--- config.mk ---
export PLATFORM = sky130hd
export DESIGN_NAME = kfrp_legacy
export DESIGN_NICKNAME = d
export VERILOG_FILES = /design/src/rtl/kfrp_pkg.sv /design/src/rtl/kfrp_legacy.sv
export SDC_FILE = /design/constraint.sdc
export NUM_CORES = 1
export LEC_CHECK = 0
export BUFFER_PORTS_ARGS = -buffer_cell sky130_fd_sc_hd__buf_2
export CAP_MARGIN = 15
export CORE_ASPECT_RATIO = 0.6
export CORE_UTILIZATION = 38
export DETAILED_ROUTE_END_ITERATION = 8
export GPL_TIMING_DRIVEN = 0
export SLEW_MARGIN = 25
export SYNTH_ARGS = -nofsm -noshare
export SYNTH_HDL_FRONTEND = slang
export SYNTH_SLANG_ARGS = --single-unit
--- constraint.sdc ---
create_clock -name vclk -period 6.2
set_input_delay 1.24 -clock vclk [all_inputs]
set_output_delay 1.24 -clock vclk [all_outputs]
set_load 0.02 [all_outputs]
--- src/rtl/kfrp_pkg.sv ---
// Shared types, codes and constant tables for the font ROM port.
package kfrp_pkg;

  // ROM geometry
  localparam int ROM_BYTES = 131072;
  localparam int ROM_AW    = 17;

  // Transaction kinds
  localparam logic [1:0] ACT_READ  = 2'd0;
  localparam logic [1:0] ACT_WRITE = 2'd1;
  localparam logic [1:0] ACT_LOAD  = 2'd2;

  // Configuration register indexes
  localparam logic CFG_MACHINE_VERSION = 1'b0;
  localparam logic CFG_AS_IS_MODE      = 1'b1;

  // Bus port addresses
  localparam logic [15:0] PORT_ADDR_HI  = 16'hfd20;
  localparam logic [15:0] PORT_ADDR_LO  = 16'hfd21;
  localparam logic [15:0] PORT_L1_EVEN  = 16'hfd22;
  localparam logic [15:0] PORT_L1_ODD   = 16'hfd23;
  localparam logic [15:0] PORT_ADDR2_HI = 16'hfd2c;
  localparam logic [15:0] PORT_ADDR2_LO = 16'hfd2d;
  localparam logic [15:0] PORT_L2_EVEN  = 16'hfd2e;
  localparam logic [15:0] PORT_L2_ODD   = 16'hfd2f;

  // Level-1 area limits (byte offsets)
  localparam logic [ROM_AW-1:0] LEGACY_LOW_END = 17'h06000;
  localparam logic [ROM_AW-1:0] UNDEF_END      = 17'h08000;

  // Result byte source
  localparam logic [1:0] SRC_CONST = 2'd0;
  localparam logic [1:0] SRC_L1    = 2'd1;
  localparam logic [1:0] SRC_L2    = 2'd2;

  // Bitmap of glyphs that read as 00/01 in the legacy view
  localparam int UNDEF_WORDS = 24;
  localparam logic [31:0] UNDEF_MAP [UNDEF_WORDS] = '{
    32'hffffffff, 32'h00000001, 32'hffff8001, 32'hfc00ffff,
    32'h00000001, 32'h00000001, 32'hfe000001, 32'h00000001,
    32'hffffffff, 32'h80000000, 32'hffffffff, 32'hf8000001,
    32'hfff00000, 32'hff800000, 32'hffffffff, 32'hfffc0000,
    32'hffffffff, 32'h00000000, 32'hffffffff, 32'hf8000001,
    32'h00000000, 32'h00000000, 32'hfe000001, 32'h0001fffc
  };

  // Swapped glyphs: level-1 glyph word address and its level-2 source
  localparam int SWAP_COUNT = 25;
  localparam logic [15:0] SWAP_GLYPH [SWAP_COUNT] = '{
    16'h4130, 16'h4490, 16'h6620, 16'h6690, 16'h8760, 16'h6830, 16'h6920,
    16'h6FB0, 16'h73C0, 16'h7890, 16'h7F90, 16'hA280, 16'hC9B0, 16'hCB70,
    16'hEAE0, 16'hEB30, 16'hED60, 16'hEE80, 16'hB300, 16'hF790, 16'hF990,
    16'hBF60, 16'h6C60, 16'hF6A0, 16'hDBA0
  };
  localparam logic [15:0] SWAP_SRC [SWAP_COUNT] = '{
    16'hE4D0, 16'hD540, 16'h93A0, 16'h5380, 16'h87E0, 16'h5D50, 16'h97D0,
    16'hD140, 16'hA480, 16'h7220, 16'hE170, 16'h98D0, 16'h4840, 16'hA4A0,
    16'h56D0, 16'h1D90, 16'hBAE0, 16'h7440, 16'h3780, 16'h2160, 16'h72E0,
    16'h8860, 16'hC810, 16'hC820, 16'hC830
  };

  // Legacy view lookup result for one level-1 byte offset
  typedef struct packed {
    logic              bitmap_hit;
    logic              swap_hit;
    logic [ROM_AW-1:0] l2_addr;
  } legacy_t;

endpackage

--- src/rtl/kfrp_legacy.sv ---
// Legacy glyph view lookup: undefined-glyph bitmap and swapped-glyph redirect.
module kfrp_legacy (
  input  logic [kfrp_pkg::ROM_AW-1:0] off,
  output kfrp_pkg::legacy_t           view
);
  import kfrp_pkg::*;

  logic [4:0] word_idx;
  logic [4:0] bit_idx;
  logic [31:0] map_word;

  // Bitmap: word from offset bits 14..10 (low area only), bit from bits 9..5
  assign word_idx = off[14:10];
  assign bit_idx  = off[9:5];
  assign map_word = UNDEF_MAP[word_idx];

  always_comb begin
    view.bitmap_hit = (off < LEGACY_LOW_END) && map_word[bit_idx];
    view.swap_hit   = 1'b0;
    view.l2_addr    = off;
    // Each swapped glyph covers 32 aligned bytes: match on offset bits 16..5
    for (int k = SWAP_COUNT - 1; k >= 0; k--) begin
      if (off[ROM_AW-1:5] == SWAP_GLYPH[k][15:4]) begin
        view.swap_hit = 1'b1;
        view.l2_addr  = {SWAP_SRC[k], 1'b0} + {12'd0, off[4:0]};
      end
    end
  end

endmodule

Yosys cells after proc, flatten, opt, wreduce, memory -nomap -nowiden
Memory sizes are Yosys's and may differ from the RTL's.
Index checks and enable logic that the tools add are counted.
{"block": "word_totals", "ff_bits": 0, "mem_bits_ro": 1024, "input_bits": 17, "word_cells": 85, "n_memories": 1}
{"block": "op_classes", "addsub": 25, "order_cmp": 3, "n_eq_ne": 25, "muxes": 29, "n_bitwise": 1, "reduce_logical": 1}
{"name": "(no name shown)", "words": 32, "width": 32, "rd": 1, "rd_ports_with_merged_regs": 0, "wr": 0, "line": "kfrp_legacy.sv:15", "source": "assign map_word = UNDEF_MAP[word_idx];"}
{"operator": "two-way mux 18 bit", "n": 25}
{"operator": "equality test 12 bit (second input constant)", "n": 14}
{"operator": "adder 17 x 5 -> 17 bit (first input constant)", "n": 8}
{"operator": "equality test 12 x 11 -> 1 bit (second input constant)", "n": 11}
{"operator": "adder 16 x 5 -> 17 bit (first input constant)", "n": 7}
{"operator": "adder 16 x 6 -> 17 bit (first input constant)", "n": 5}
{"operator": "two-way mux 32 bit", "n": 2}
{"operator": "adder 15 x 5 -> 16 bit (first input constant)", "n": 2}
{"operator": "adder 15 x 6 -> 16 bit (first input constant)", "n": 2}
{"operator": "< comparator 17 x 15 -> 1 bit (second input constant)", "n": 1}
{"operator": "adder 14 x 5 -> 15 bit (first input constant)", "n": 1}
{"operator": ">= comparator 6 bit (second input constant)", "n": 1}
{"operator": "< comparator 5 x 6 -> 1 bit (second input constant)", "n": 1}
{"operator": "NOT 5 -> 6 bit", "n": 1}
{"operator": "binary-select mux 1 bit (select 5 bit)", "n": 1}
{"operator": "logical AND 1 bit", "n": 1}
{"operator": "two-way mux 1 bit", "n": 1}

Longest topological paths before layout
{"block": "depth", "depth_word": 26, "mapped_depth": 9}

Worst setup path after synthesis
OpenSTA, ideal clock, no wires.
{"block": "synth_timing", "path_type": "input-to-output", "from": "input port off[11] (netlist bit)", "to": "output port view[6] (netlist bit)", "t_arrival_ns": 3.357, "required_ns": 4.960, "setup_slack_ns": 1.603, "stages": 7, "n_path_buf": 1, "cell_sequence": "buf_2 and4b_1 and3_1 o21ai_1 nor2b_1 nand2_1 a2111oi_0"}
{"element": "start, declared", "line": "kfrp_legacy.sv:3", "source": "input logic [kfrp_pkg::ROM_AW-1:0] off,"}
{"element": "end, declared", "line": "kfrp_legacy.sv:4", "source": "output kfrp_pkg::legacy_t view"}

==> results.md <==
- Hold WC Path Type: in -> out
- Post-synth top area share: 5.13%
- Mapped Cells: 266
- DRT antenna net count: 0
- Nature of the critical path endpoint: output pin
- Synth cell types: 61
- Final Total Pwr: 0.102 mW
- CP max-delay cell: nor4bb_1
- Fin. Hold Viols: 0
- Setup Viol. Count Final: 0
- Register area share after synthesis: 0%
- # diodes: 0
- Hpwl dp: 5.68 mm
- PwrDens: 53.1 nW/um2
- Hold buffers post-CTS: 0
- WL/cell: 19.8 um
- Number of nets in the layout: 320
- First-pass DRT Iterations: 5
- Seq cells: 0
- Slew at the pin closest to its max-slew limit: 806 ps
- Leakage: 0.792 nW
- Crit Path Class: in -> out
- Syn-to-layout area delta: 14.1%
- Die height: 53.5 um
- Mapped Area: 1680 um2
- Vias in the first global route: 2054
- CP arrival: 3750 ps
- Vias/cell: 6.69
- Initial Utilization: 40.4%
- Setup bufs post-CTS: 0
- Synthesized net count: 287
- 1st-iter DRT viols: 428
- Share of layout cells above drive strength 1: 21.9%
- I/O Buffers: 31
- Routed wire length: 7.08 mm
- Fmax: 200 MHz
- First-pass GRT wire length: 10.9 mm
- Min cycle time layout: 4990 ps
- Final GP Congestion: 0.990
- Max-Cap Viols: 0
- Die width: 87.9 um
- Fin. max-slew vios: 0
- Largest net degree at the start of global routing: 11
- Most frequent cell after synthesis: nor2_1
- Syn avg cell area: 6.32 um2
- Max FO, Critical Path: 10
- Yosys warns: 0
- Tot GR Track Use: 30.8%
- Synth area leaders: nor2_1 (5.1%), nand3_1 (5.1%), nand2_1 (4.9%)
- VDD IR max: 0.0238 mV
- # IOs: 36
- CLK BUF: 0
- Setup TNS: 0 ps
- Initial antenna violation count: 0
- Pre-CTS setup slack: 1360 ps
- Slew headroom: 45.8%
- Worst-path cell chain: buf_2 > buf_2 > buf_2 > nor4bb_1 > nand3_1 > o21ai_0 > nor3_1 > a21o_1 > buf_2
- Overflow after GRT: 0
- Synth top cells by count: nor2_1 (23), nand2_1 (22), nand3_1 (17), buf_2 (12), nand2b_1 (12)
- Required @ worst endpoint: 4960 ps
- Core Area: 4170 um2
- Die ar.: 4700 um2
- RSZ-0062 raised after global routing: no
- Setup WS post-layout: 1210 ps
- Rows: 18
- Status: finished, final reports clean
- Dominant cell type by area after synthesis: nor2_1
- Worst Setup Start Kind: input pin
- Footprint of the multi-input gates: 1510 um2
- Most common cell on crit path: buf_2
- # fillers: 439
- Vias: 2388
- DRC: 0
- Worst path max stage delay: 650 ps
- CTS resizes: 0
- Final worst path period share: 80.5%
- Reg area: 0 um2
-- worst paths after layout --
path / start / end / cells after the start
setup / recovery: off[11] / view[14] / 9
hold / removal: off[3] / view[3] / 2
-- worst max-delay path, delay by kind of cell --
kind,cells,cell delay (ps)
compound gates,2,770
buf+inv,4,720
simple gates,3,1020
-- power by group --
group | leakage (nW) | internal [mW] | total [mW] | switching (mW)
registers | 0 | 0 | 0 | 0
logic | 0.792 | 0.0369 | 0.102 | 0.0649
clock network | 0 | 0 | 0 | 0
total | 0.792 | 0.0369 | 0.102 | 0.0649
-- metrics by stage --
step / hold slack, ps / util [%] / instance area, um2 / instances
floorplan: 2590 / - / 1680 / 266
global placement: 2700 / 45.9 / 1910 / 357
detailed placement: 2700 / 46.0 / 1920 / 357
CTS: 2700 / 46.0 / 1920 / 357
global route: 2710 / 46.0 / 1920 / 357
finish: 2700 / 46.0 / 1920 / 357
-- cells in the final DEF, fill, tap and decap left out, types with 5 or more instances in the layout --
cell / n
nand4b_1: 5
nor2_1: 23
buf_2: 43
nor2b_1: 8
nand2b_1: 12
o211ai_1: 7
and3_1: 6
clkbuf_1: 7
inv_1: 9
nand4_1: 10
o21ai_0: 11
buf_4: 5
a31oi_1: 5
nand3_1: 17
a21oi_1: 11
nand2_1: 22
and2_1: 6
nor4_1: 6
nor3_1: 10
-- cell families (layout without fill, tap and decap cells) --
| kind of cell | Yosys count | in the layout | synth area share [%] |
|---|---|---|---|
| simple gates | 160 | 160 | 57.8 |
| compound gates | 65 | 65 | 28.1 |
| buf+inv | 36 | 67 | 10.6 |
| fa+ha+maj | 4 | 4 | 2.98 |
| xor+xnor | 1 | 1 | 0.521 |
-- cell type report --
cell class	instances	area share (%)
inverter	9	1.76
buffer	27	7.50
tap	60	3.91
multi-input combinational	230	78.7
timing repair buffer	31	8.09
-- per-layer routing --
layer | part of all wire, % | global-route usage, % | vias up
li1 | - | - | 1088
met2 | 36 | 41.6 | 213
met1 | 46 | 46.5 | 1073
met4 | 1.2 | 2.73 | 0
met3 | 17 | 11.5 | 14
met5 | 0 | 0 | -
Note: power is estimated with default switching activity, not from simulation.
